### src/mrtu_pkg.sv
// Shared types, constants and the CRC-16 byte step for the Modbus RTU poll master.
// Used by every module in src except mrtu_ram; depends on nothing else.
package mrtu_pkg;

  localparam int STORE_BYTES_DEF = 32;
  localparam int REGISTER_COUNT  = 8;
  localparam int RESP_LEN        = 5 + 2 * REGISTER_COUNT;
  localparam int EXC_LEN         = 5;

  localparam logic [7:0] FN_READ   = 8'h03;
  localparam logic [7:0] FN_EXCEPT = 8'h83;
  localparam logic [7:0] BYTE_COUNT = 8'(2 * REGISTER_COUNT);

  localparam logic [2:0] KIND_TX      = 3'd0;
  localparam logic [2:0] KIND_REFUSED = 3'd1;
  localparam logic [2:0] KIND_FRESH   = 3'd2;
  localparam logic [2:0] KIND_TIMEOUT = 3'd3;
  localparam logic [2:0] KIND_BAD     = 3'd4;

  localparam logic [1:0] CFG_SLAVE_ADDRESS  = 2'd0;
  localparam logic [1:0] CFG_FIRST_REGISTER = 2'd1;
  localparam logic [1:0] CFG_DEADLINE_MS    = 2'd2;

  localparam logic [1:0] MODE_START = 2'd0;
  localparam logic [1:0] MODE_BYTE  = 2'd1;
  localparam logic [1:0] MODE_CHECK = 2'd2;
  localparam logic [1:0] MODE_ABORT = 2'd3;

  typedef enum logic [1:0] {
    OP_START,
    OP_BYTE,
    OP_CHECK,
    OP_ABORT
  } op_t;

  typedef struct packed {
    op_t         op;
    logic [7:0]  rx_byte;
    logic [31:0] now_ms;
  } item_t;

  function automatic logic [15:0] crc16_byte(input logic [15:0] c_in, input logic [7:0] b);
    logic [15:0] c;
    c = c_in ^ {8'h00, b};
    for (int i = 0; i < 8; i++) begin
      c = c[0] ? ((c >> 1) ^ 16'hA001) : (c >> 1);
    end
    return c;
  endfunction

endpackage

### src/mrtu_ram.sv
// Generic single-write, single-read RAM with a registered read port.
// Holds the received frame bytes; no dependencies.
module mrtu_ram #(
  parameter int WIDTH = 8,
  parameter int DEPTH = 32
) (
  input  logic                     clk,
  input  logic                     we,
  input  logic [$clog2(DEPTH)-1:0] waddr,
  input  logic [WIDTH-1:0]         wdata,
  input  logic [$clog2(DEPTH)-1:0] raddr,
  output logic [WIDTH-1:0]         rdata
);

  logic [WIDTH-1:0] mem [DEPTH];

  always_ff @(posedge clk) begin
    if (we) begin
      mem[waddr] <= wdata;
    end
    rdata <= mem[raddr];
  end

endmodule

### src/mrtu_front.sv
// Input side: accepts stream items, classifies the mode and queues them.
// Depends on mrtu_pkg; feeds mrtu_back through a two-entry queue.
module mrtu_front (
  input  logic                 clk,
  input  logic                 rst,
  input  logic                 s_tvalid,
  output logic                 s_tready,
  input  logic [39:0]          s_tdata,
  input  logic [1:0]           s_tuser,
  output logic                 q_valid,
  output mrtu_pkg::item_t      q_item,
  input  logic                 q_pop
);

  mrtu_pkg::item_t slot [2];
  logic [1:0]      count;
  logic            rd_ptr;
  logic            wr_ptr;
  logic            push;
  mrtu_pkg::item_t incoming;

  always_comb begin
    incoming.rx_byte = s_tdata[7:0];
    incoming.now_ms  = s_tdata[39:8];
    case (s_tuser)
      mrtu_pkg::MODE_START: incoming.op = mrtu_pkg::OP_START;
      mrtu_pkg::MODE_BYTE:  incoming.op = mrtu_pkg::OP_BYTE;
      mrtu_pkg::MODE_CHECK: incoming.op = mrtu_pkg::OP_CHECK;
      default:              incoming.op = mrtu_pkg::OP_ABORT;
    endcase
  end

  assign s_tready = (count != 2'd2);
  assign push     = s_tvalid && s_tready;
  assign q_valid  = (count != 2'd0);
  assign q_item   = slot[rd_ptr];

  always_ff @(posedge clk) begin
    if (rst) begin
      count  <= 2'd0;
      rd_ptr <= 1'b0;
      wr_ptr <= 1'b0;
    end else begin
      if (push) begin
        slot[wr_ptr] <= incoming;
        wr_ptr       <= ~wr_ptr;
      end
      if (q_pop && q_valid) begin
        rd_ptr <= ~rd_ptr;
      end
      count <= count + 2'(push) - 2'(q_pop && q_valid);
    end
  end

endmodule

### src/mrtu_back.sv
// Transaction engine: request generation, circular frame buffer, parser with
// resync and CRC walk, deadline test and the output register. Uses mrtu_pkg, mrtu_ram.
module mrtu_back #(
  parameter int STORE_BYTES = mrtu_pkg::STORE_BYTES_DEF
) (
  input  logic               clk,
  input  logic               rst,
  input  logic               cfg_we,
  input  logic [1:0]         cfg_index,
  input  logic [15:0]        cfg_data,
  input  logic               q_valid,
  input  mrtu_pkg::item_t    q_item,
  output logic               q_pop,
  output logic               m_tvalid,
  input  logic               m_tready,
  output logic [167:0]       m_tdata,
  output logic [2:0]         m_tuser,
  output logic               m_tlast
);

  localparam int AW = $clog2(STORE_BYTES);
  localparam int LW = $clog2(STORE_BYTES + 1);

  typedef enum logic [4:0] {
    S_IDLE, S_REFUSE, S_TX,
    S_P0, S_A_REQ, S_A_USE,
    S_RS_REQ, S_RS_USE,
    S_F_REQ, S_F_USE, S_C_REQ, S_C_USE,
    S_K_REQ, S_K_USE, S_L_REQ, S_L_USE, S_H_REQ, S_H_USE,
    S_BUSY, S_VERD
  } state_t;

  state_t       st;
  logic [7:0]   slave_address;
  logic [15:0]  first_register;
  logic [15:0]  deadline_ms;
  logic [AW-1:0] base;
  logic [LW-1:0] len;
  logic [LW-1:0] off;
  logic         awaiting;
  logic         bad_seen;
  logic [31:0]  request_time;
  logic [31:0]  last_byte_time;
  logic [31:0]  cur_now;
  logic [15:0]  crc;
  logic [7:0]   lo_byte;
  logic [127:0] regs;
  logic [2:0]   verdict;
  logic [2:0]   tx_k;

  logic [LW:0]   rsum;
  logic [LW:0]   wsum;
  logic [AW-1:0] raddr;
  logic [AW-1:0] waddr;
  logic          we;
  logic [7:0]    dout;
  logic          out_free;
  logic          out_load;
  logic          exp_now;
  logic          exp_lbt;
  logic [7:0]    req_byte;

  always_comb begin
    rsum = (LW+1)'(base) + (LW+1)'(off);
    if (rsum >= (LW+1)'(STORE_BYTES)) begin
      rsum = rsum - (LW+1)'(STORE_BYTES);
    end
    wsum = (LW+1)'(base) + (LW+1)'(len);
    if (wsum >= (LW+1)'(STORE_BYTES)) begin
      wsum = wsum - (LW+1)'(STORE_BYTES);
    end
  end

  assign raddr = rsum[AW-1:0];
  assign waddr = wsum[AW-1:0];
  assign we = (st == S_IDLE) && q_valid && (q_item.op == mrtu_pkg::OP_BYTE) && awaiting &&
              (len < LW'(STORE_BYTES));
  assign q_pop = (st == S_IDLE);
  assign out_free = !m_tvalid || m_tready;
  assign out_load = out_free && (st == S_REFUSE || st == S_TX || st == S_VERD);
  assign exp_now = (cur_now - request_time) >= {16'h0000, deadline_ms};
  assign exp_lbt = (last_byte_time - request_time) >= {16'h0000, deadline_ms};

  always_comb begin
    case (tx_k)
      3'd0:    req_byte = slave_address;
      3'd1:    req_byte = mrtu_pkg::FN_READ;
      3'd2:    req_byte = first_register[15:8];
      3'd3:    req_byte = first_register[7:0];
      3'd4:    req_byte = 8'((mrtu_pkg::REGISTER_COUNT >> 8) & 255);
      3'd5:    req_byte = 8'(mrtu_pkg::REGISTER_COUNT & 255);
      3'd6:    req_byte = crc[7:0];
      default: req_byte = crc[15:8];
    endcase
  end

  mrtu_ram #(.WIDTH(8), .DEPTH(STORE_BYTES)) u_store (
    .clk   (clk),
    .we    (we),
    .waddr (waddr),
    .wdata (q_item.rx_byte),
    .raddr (raddr),
    .rdata (dout)
  );

  always_ff @(posedge clk) begin
    if (rst) begin
      st             <= S_IDLE;
      slave_address  <= 8'd1;
      first_register <= 16'd0;
      deadline_ms    <= 16'd35;
      base           <= '0;
      len            <= '0;
      off            <= '0;
      awaiting       <= 1'b0;
      bad_seen       <= 1'b0;
      request_time   <= 32'd0;
      last_byte_time <= 32'd0;
      m_tvalid       <= 1'b0;
      tx_k           <= 3'd0;
    end else begin
      if (cfg_we) begin
        case (cfg_index)
          mrtu_pkg::CFG_SLAVE_ADDRESS:  slave_address  <= cfg_data[7:0];
          mrtu_pkg::CFG_FIRST_REGISTER: first_register <= cfg_data;
          mrtu_pkg::CFG_DEADLINE_MS:    deadline_ms    <= cfg_data;
          default: ;
        endcase
      end
      if (m_tvalid && m_tready && !out_load) begin
        m_tvalid <= 1'b0;
      end

      case (st)
        S_IDLE: begin
          if (q_valid) begin
            cur_now <= q_item.now_ms;
            case (q_item.op)
              mrtu_pkg::OP_START: begin
                if (awaiting) begin
                  st <= S_REFUSE;
                end else begin
                  awaiting       <= 1'b1;
                  len            <= '0;
                  bad_seen       <= 1'b0;
                  request_time   <= q_item.now_ms;
                  last_byte_time <= q_item.now_ms;
                  crc            <= 16'hFFFF;
                  tx_k           <= 3'd0;
                  st             <= S_TX;
                end
              end
              mrtu_pkg::OP_ABORT: begin
                awaiting <= 1'b0;
                len      <= '0;
                bad_seen <= 1'b0;
              end
              default: begin
                if (awaiting) begin
                  if (we) begin
                    len            <= len + LW'(1);
                    last_byte_time <= q_item.now_ms;
                  end
                  st <= S_P0;
                end
              end
            endcase
          end
        end

        S_REFUSE: begin
          if (out_free) begin
            m_tvalid <= 1'b1;
            m_tuser  <= mrtu_pkg::KIND_REFUSED;
            m_tlast  <= 1'b1;
            m_tdata  <= '0;
            st       <= S_IDLE;
          end
        end

        S_TX: begin
          if (out_free) begin
            m_tvalid <= 1'b1;
            m_tuser  <= mrtu_pkg::KIND_TX;
            m_tlast  <= (tx_k == 3'd7);
            m_tdata  <= {160'd0, req_byte};
            if (tx_k < 3'd6) begin
              crc <= mrtu_pkg::crc16_byte(crc, req_byte);
            end
            tx_k <= tx_k + 3'd1;
            if (tx_k == 3'd7) begin
              st <= S_IDLE;
            end
          end
        end

        S_P0: begin
          if (len == '0) begin
            st <= S_BUSY;
          end else begin
            off <= '0;
            st  <= S_A_REQ;
          end
        end
        S_A_REQ: st <= S_A_USE;
        S_A_USE: begin
          if (dout != slave_address) begin
            bad_seen <= 1'b1;
            off      <= LW'(1);
            st       <= S_RS_REQ;
          end else if (len < LW'(2)) begin
            st <= S_BUSY;
          end else begin
            off <= LW'(1);
            st  <= S_F_REQ;
          end
        end

        // Resync: look for the next slave-address byte after the frame head.
        S_RS_REQ: begin
          if (off >= len) begin
            len <= '0;
            st  <= S_BUSY;
          end else begin
            st <= S_RS_USE;
          end
        end
        S_RS_USE: begin
          if (dout == slave_address) begin
            base <= raddr;
            len  <= len - off;
            st   <= S_P0;
          end else begin
            off <= off + LW'(1);
            st  <= S_RS_REQ;
          end
        end

        S_F_REQ: st <= S_F_USE;
        S_F_USE: begin
          if (dout == mrtu_pkg::FN_EXCEPT) begin
            if (len < LW'(mrtu_pkg::EXC_LEN)) begin
              st <= S_BUSY;
            end else begin
              bad_seen <= 1'b1;
              off      <= LW'(1);
              st       <= S_RS_REQ;
            end
          end else if (dout != mrtu_pkg::FN_READ) begin
            bad_seen <= 1'b1;
            off      <= LW'(1);
            st       <= S_RS_REQ;
          end else if (len < LW'(3)) begin
            st <= S_BUSY;
          end else begin
            off <= LW'(2);
            st  <= S_C_REQ;
          end
        end
        S_C_REQ: st <= S_C_USE;
        S_C_USE: begin
          if (dout != mrtu_pkg::BYTE_COUNT) begin
            bad_seen <= 1'b1;
            off      <= LW'(1);
            st       <= S_RS_REQ;
          end else if (len < LW'(mrtu_pkg::RESP_LEN)) begin
            st <= S_BUSY;
          end else begin
            crc <= 16'hFFFF;
            off <= '0;
            st  <= S_K_REQ;
          end
        end

        // CRC walk over the body; register bytes are captured on the way.
        S_K_REQ: st <= S_K_USE;
        S_K_USE: begin
          crc <= mrtu_pkg::crc16_byte(crc, dout);
          if (off >= LW'(3)) begin
            regs <= {regs[119:0], dout};
          end
          off <= off + LW'(1);
          st  <= (off == LW'(mrtu_pkg::RESP_LEN - 3)) ? S_L_REQ : S_K_REQ;
        end
        S_L_REQ: st <= S_L_USE;
        S_L_USE: begin
          lo_byte <= dout;
          off     <= off + LW'(1);
          st      <= S_H_REQ;
        end
        S_H_REQ: st <= S_H_USE;
        S_H_USE: begin
          if ({dout, lo_byte} != crc) begin
            bad_seen <= 1'b1;
            off      <= LW'(1);
            st       <= S_RS_REQ;
          end else begin
            verdict <= exp_lbt ? (bad_seen ? mrtu_pkg::KIND_BAD : mrtu_pkg::KIND_TIMEOUT)
                               : mrtu_pkg::KIND_FRESH;
            st      <= S_VERD;
          end
        end

        S_BUSY: begin
          if (exp_now) begin
            verdict <= bad_seen ? mrtu_pkg::KIND_BAD : mrtu_pkg::KIND_TIMEOUT;
            st      <= S_VERD;
          end else begin
            st <= S_IDLE;
          end
        end

        S_VERD: begin
          if (out_free) begin
            m_tvalid <= 1'b1;
            m_tuser  <= verdict;
            m_tlast  <= 1'b1;
            if (verdict == mrtu_pkg::KIND_FRESH) begin
              m_tdata <= {last_byte_time, regs[15:0], regs[31:16], regs[47:32], regs[63:48],
                          regs[79:64], regs[95:80], regs[111:96], regs[127:112], 8'h00};
            end else begin
              m_tdata <= '0;
            end
            awaiting <= 1'b0;
            len      <= '0;
            bad_seen <= 1'b0;
            st       <= S_IDLE;
          end
        end

        default: st <= S_IDLE;
      endcase
    end
  end

  a_len_bound: assert property (@(posedge clk) disable iff (rst)
    len <= LW'(STORE_BYTES))
    else $error("frame length exceeds the store");

  a_base_bound: assert property (@(posedge clk) disable iff (rst)
    base < AW'(STORE_BYTES) || STORE_BYTES == (1 << AW))
    else $error("frame base out of range");

  a_tx_open: assert property (@(posedge clk) disable iff (rst)
    st == S_TX |-> awaiting)
    else $error("request bytes sent with no open transaction");

  a_verdict_closes: assert property (@(posedge clk) disable iff (rst)
    (st == S_VERD && out_free) |=> (!awaiting && len == '0 && m_tvalid && m_tlast))
    else $error("verdict did not close the transaction");

  a_parse_open: assert property (@(posedge clk) disable iff (rst)
    (st == S_P0 || st == S_BUSY) |-> awaiting)
    else $error("parser running outside a transaction");

endmodule

### src/modbus_rtu_sensor_poll_master.sv
// Modbus RTU poll master: read of 8 holding registers.
// Start: the request bytes, or the refusal, leave through the output register, one per cycle unless m_tready stalls it.
// Byte or time check: the parser reads the store through the address, function, count and CRC states, resyncing past
// frames that fail; a verdict comes once a reply passes its CRC check or once the deadline has passed.
// Items are handled one at a time behind a two-entry queue; a stalled result stalls the back.
// Synchronous reset restores control state, configuration and output valid; the frame store is not cleared.
module modbus_rtu_sensor_poll_master #(
  parameter int STORE_BYTES = mrtu_pkg::STORE_BYTES_DEF
) (
  input  logic         clk,
  input  logic         rst,
  input  logic         cfg_we,
  input  logic [1:0]   cfg_index,
  input  logic [15:0]  cfg_data,
  input  logic         s_tvalid,
  output logic         s_tready,
  input  logic [39:0]  s_tdata,   // rx_byte[7:0], now_ms[39:8]
  input  logic [1:0]   s_tuser,   // mode[1:0]
  output logic         m_tvalid,
  input  logic         m_tready,
  output logic [167:0] m_tdata,   // tx_byte, x_tilt, y_tilt, z_tilt, sensor_status,
                                  // temperature, identity_word, firmware_word,
                                  // heartbeat_word, arrival_ms
  output logic [2:0]   m_tuser,   // kind[2:0]
  output logic         m_tlast
);

  logic            q_valid;
  logic            q_pop;
  mrtu_pkg::item_t q_item;

  mrtu_front u_front (
    .clk      (clk),
    .rst      (rst),
    .s_tvalid (s_tvalid),
    .s_tready (s_tready),
    .s_tdata  (s_tdata),
    .s_tuser  (s_tuser),
    .q_valid  (q_valid),
    .q_item   (q_item),
    .q_pop    (q_pop)
  );

  mrtu_back #(.STORE_BYTES(STORE_BYTES)) u_back (
    .clk       (clk),
    .rst       (rst),
    .cfg_we    (cfg_we),
    .cfg_index (cfg_index),
    .cfg_data  (cfg_data),
    .q_valid   (q_valid),
    .q_item    (q_item),
    .q_pop     (q_pop),
    .m_tvalid  (m_tvalid),
    .m_tready  (m_tready),
    .m_tdata   (m_tdata),
    .m_tuser   (m_tuser),
    .m_tlast   (m_tlast)
  );

endmodule
### config.mk
export PLATFORM = sky130hd
export DESIGN_NAME = modbus_rtu_sensor_poll_master
export DESIGN_NICKNAME = d
export VERILOG_FILES = /design/src/mrtu_pkg.sv /design/src/mrtu_ram.sv /design/src/mrtu_front.sv /design/src/mrtu_back.sv /design/src/modbus_rtu_sensor_poll_master.sv
export SDC_FILE = /design/constraint.sdc
export NUM_CORES = 1
export LEC_CHECK = 0
export BUFFER_PORTS_ARGS = -buffer_cell sky130_fd_sc_hd__buf_2
export CAP_MARGIN = 20
export CORE_MARGIN = 3
export CORE_UTILIZATION = 45
export CTS_BUF_LIST = sky130_fd_sc_hd__clkbuf_4
export DETAILED_ROUTE_END_ITERATION = 10
export HOLD_SLACK_MARGIN = 0.12
export SLEW_MARGIN = 20
export SYNTH_ARGS = -nofsm -noshare
export SYNTH_HDL_FRONTEND = slang
export SYNTH_SLANG_ARGS = --single-unit
### constraint.sdc
create_clock -name clk -period 19.7 [get_ports clk]
set_input_delay 0.985 -clock clk [delete_from_list [all_inputs] [get_ports clk]]
set_output_delay 0.985 -clock clk [all_outputs]
set_load 0.02 [all_outputs]
==> results <==
- The run finished with clean final reports.
- The full die area is 86,000 sq um.
- The arrival time of data at the critical path endpoint is 5.84 ns.
- The fraction of the mapped netlist area in adder cells is 4.45%.
- The classification of the worst setup path is flip-flop to flip-flop.
- The post-synthesis instance area is 37,100 sq um.
- The number of ports placed on the die boundary is 239.
- The die outline width is 293 um.
- Summed over all cells, the static leakage comes to 15.4 nW.
- The initial cell density of the core is 45.8%.
- The endpoint type of the worst setup path is a flip-flop.
- The worst-case vdd ir drop is 73.2 uV.
- The number of nets with antenna violations after routing is 0.
- Clock skew on the completed layout was measured at 0.109 ns.
- The fraction of registers with async set/reset is 0%.
- The area overhead of the layout relative to synthesis is 15.8%.
- The synthesized instance count is 2,695.
- OpenSTA, run right after detailed placement, puts the worst setup slack at 14.65 ns.
- Yosys mapped the design onto 82 distinct sky130hd cell types.
- The last weighted congestion value of the routability-driven placer is 0.874.
- The tightest min-delay check is of the primary input to flip-flop type.
- The highest attainable clock frequency is 196 MHz.
- In the routed design, unresolved DRC markers number 0.
- At the end of the flow the core is filled with cells to 53.0%.
- The aggregate global-route resource usage is 20.5%.
- The maximum clock path buffer count is 3.
- Before antenna repair, the detailed router went through 6 iterations.
- Summed over all nets, the half-perimeter wirelength after detailed placement is 58,900 um.
- The total count of max-transition violations in the final report was 0.
- Headroom to the max-slew limit came out at 28.6%.
- The setup fix buffers added after clock tree synthesis is 0.
- The number of buffers inserted during clock tree synthesis is 212.
- The number of antenna violations at the first check in global routing came to 5.
- Using the TritonRoute via totals, the vias-per-cell ratio works out to 5.41.
- The setup total negative slack is 0 ns.
- Synthesis produced a netlist with a net count of 2,889.
- After layout, the worst path uses 26.0% of the clock period.
- Power comes to 5.85 mW.
- The flip-flop cell with the highest count after synthesis is sky130_fd_sc_hd__edfxtp_1.
- By area, the combinational part of the netlist is dominated by simple AND/OR/NAND/NOR gates.
- Gates resized during post-CTS repair numbered 0.
- STA puts the critical path data required time at 20.42 ns.
- The floorplan step defined a core boundary enclosing 81,100 sq um.
- The number of flops mapped to enable cells by yosys is 699.
- STA classifies the critical path startpoint as a flip-flop.
- The count of vias placed by the detailed router is 23.6k.
- Input and output buffers added on the ports amount to 238.
- Setup slack closes at 14.59 ns.
- The fraction of the mapped netlist area in compound gates is 8.34%.
- The number of DRC violations after detailed-routing iteration 0 is 1,730.
- The clock slew seen by the registers of the worst setup and hold paths is 0.08 ns.
- The Yosys step of the flow raised 0 warnings.
- Summed over all layers, the routed wires come to 88,200 um.
- Setup violations remaining at the end of the flow were counted as 0.
- The number of global-route vias before repair is 24.0k.
- The H-tree depth reported by CTS is 4.
- Each instance of the synthesized netlist takes up on average 13.8 sq um.
- Entering global routing, the biggest net connects 125 pins.
- In this run the vertical extent of the chip is 293 um.
- The count of final hold-check violations is 0.
- On the final layout, the worst hold slack is 0.302 ns.
- The sequential-to-total area share from yosys stat is 64.4%.
- Along the worst path, the maximum fanout reaches 3.
- The fraction of final layout cells sized beyond drive strength 1 is 22.9%.
- The buffer type at the clock tree root is sky130_fd_sc_hd__clkbuf_4.
- The clock period could shrink to 5.11 ns.
- Setup repair after global routing left no endpoint under its margin.
- The XOR/XNOR share of the synthesized area is 3.03%.
- The post-synthesis sequential element count is 844.
- The CTS tree is yes.
- Summed over all layers, the global routing overflow is 0.
- The most common cell after layout, fill and taps aside is sky130_fd_sc_hd__edfxtp_1.
- For this design the ratio of total power to cell area is 136 nW/um^2.
- After detailed routing, the average wire length per cell comes to 20.2 um.
- The final layout contains 3,318 nets.
- Counting every sink on the clock net gives 844.
- The post-synthesis mux area share is 7.38%.
- In the layout the commonest cells are sky130_fd_sc_hd__edfxtp_1 (699), sky130_fd_sc_hd__clkbuf_4 (318), sky130_fd_sc_hd__buf_2 (237).
- Clock latency on the worst-skew pair, taken at its later pin, is 1.08 ns.
- After Yosys synthesis, and, or, nand and nor cells account for 9.94% of the synthesized area.
- The first-pass GRT wire length is 136,000 um.
- At the pin with the least slew margin, the transition time is 1.07 ns.
- The number of maximum-capacitance violations is 0.
- The floorplan has 104 rows.
==> worst paths after layout <==
check | from | end | slack, ns | cells after the start
setup reg to reg | u_back.request_time[1]$_SDFFE_PP0P_ | u_back.verdict[1]$_DFFE_PP_ | 14.59 | 16
hold reg to reg | u_back.regs[9]$_DFFE_PP_ | u_back.regs[17]$_DFFE_PP_ | 0.40 | 0
hold / removal | rst | u_back.st[2]$_SDFFE_PP0P_ | 0.30 | 2
setup / recovery | u_back.request_time[1]$_SDFFE_PP0P_ | u_back.verdict[1]$_DFFE_PP_ | 14.59 | 16
==> cell families after synthesis <==
group	count (synthesis)
compound gates	455
simple gates	736
xor+xnor	125
flops	844
fa+ha+maj	129
mux	169
buf+inv	237
==> metrics by stage <==
step	cells	cell area [sq um]
6_report	4355	43000
5_1_grt	4355	43000
4_1_cts	4352	42900
3_5_place_dp	3911	39500
3_3_place_gp	3911	39500
2_1_floorplan	2695	37100
==> area by class of cell <==
type                    instances  area [sq um]
clock inverters                65           505
repair buffers                323          2000
well taps                    1060          1330
fillers                      6914         38100
diodes                          2          5.00
flip-flops and latches        844         23900
multi-input cells            1614         12400
inverters                     129           484
clock buffers                 318          2390
==> timing repair <==
action	CTS	global route
setup endpoints to repair	0	0
hold buffers	58	0
hold endpoints to repair	122	0
==> Yosys cell counts (19+ instances only) <==
cell type | count | area [sq um]
sky130_fd_sc_hd__inv_1 | 129 | 484
sky130_fd_sc_hd__dfxtp_1 | 145 | 2900
sky130_fd_sc_hd__nand2_1 | 149 | 559
sky130_fd_sc_hd__xor2_1 | 53 | 464
sky130_fd_sc_hd__ha_1 | 124 | 1550
sky130_fd_sc_hd__mux2_2 | 25 | 282
sky130_fd_sc_hd__a21oi_1 | 127 | 636
sky130_fd_sc_hd__xnor2_1 | 69 | 604
sky130_fd_sc_hd__mux2i_1 | 60 | 601
sky130_fd_sc_hd__nand4_1 | 19 | 119
sky130_fd_sc_hd__clkbuf_1 | 81 | 304
sky130_fd_sc_hd__mux4_2 | 80 | 1800
sky130_fd_sc_hd__and2_1 | 167 | 1040
sky130_fd_sc_hd__nor2_1 | 208 | 781
sky130_fd_sc_hd__a211oi_1 | 77 | 578
sky130_fd_sc_hd__nand2b_1 | 21 | 131
sky130_fd_sc_hd__o21ai_0 | 59 | 295
sky130_fd_sc_hd__nand3_1 | 34 | 170
sky130_fd_sc_hd__edfxtp_1 | 699 | 21000
sky130_fd_sc_hd__nor3_1 | 39 | 195
sky130_fd_sc_hd__a21o_1 | 44 | 330
==> power by group <==
group | switching [mW] | total, mW | internal [mW]
logic | 1.26 | 2.03 | 0.774
clock network | 0.718 | 1.53 | 0.814
registers | 0.0911 | 2.29 | 2.19
==> registers in the layout (all words and copies together), names as in the netlist, 3 cells and up, named ones only <==
signal and cells:
u_back.off 6, u_back.cur_now 32, u_back.slave_address 8, u_back.m_tdata 168, u_back.lo_byte 8, u_back.base 5
u_back.verdict 3, u_back.deadline_ms 16, u_back.st 5, u_back.first_register 16, u_back.len 6, u_back.crc 16
u_back.u_store.mem 256, u_back.last_byte_time 32, u_front.slot 84, u_back.request_time 32, u_back.tx_k 3, u_back.m_tuser 3
u_back.regs 128, u_back.u_store.rdata 8
==> layer usage <==
metal	GRT usage [%]	vias up	share of wire, %
li1	-	11100	-
met1	26.6	11600	42
met2	34.3	736	50
met3	4.26	140	5.8
met4	7.22	0	2.3
met5	0	-	0
==> critical path: stages (launching register included) <==
cell,delay [ns]
sky130_fd_sc_hd__dfxtp_1,0.38
sky130_fd_sc_hd__inv_1,0.11
sky130_fd_sc_hd__ha_1,0.29
sky130_fd_sc_hd__nand3b_1,0.10
sky130_fd_sc_hd__a2111oi_0,0.73
sky130_fd_sc_hd__o21bai_1,0.27
sky130_fd_sc_hd__o21ai_0,0.36
sky130_fd_sc_hd__xor2_1,0.20
sky130_fd_sc_hd__ha_1,0.26
sky130_fd_sc_hd__a211oi_1,0.24
sky130_fd_sc_hd__nor2_1,0.08
sky130_fd_sc_hd__a2111o_1,0.38
sky130_fd_sc_hd__a211oi_1,0.18
sky130_fd_sc_hd__o2111ai_1,0.17
sky130_fd_sc_hd__a2111o_1,0.40
sky130_fd_sc_hd__nor3_1,0.36
sky130_fd_sc_hd__a311oi_1,0.27
Power figures use the tool's default switching activity.
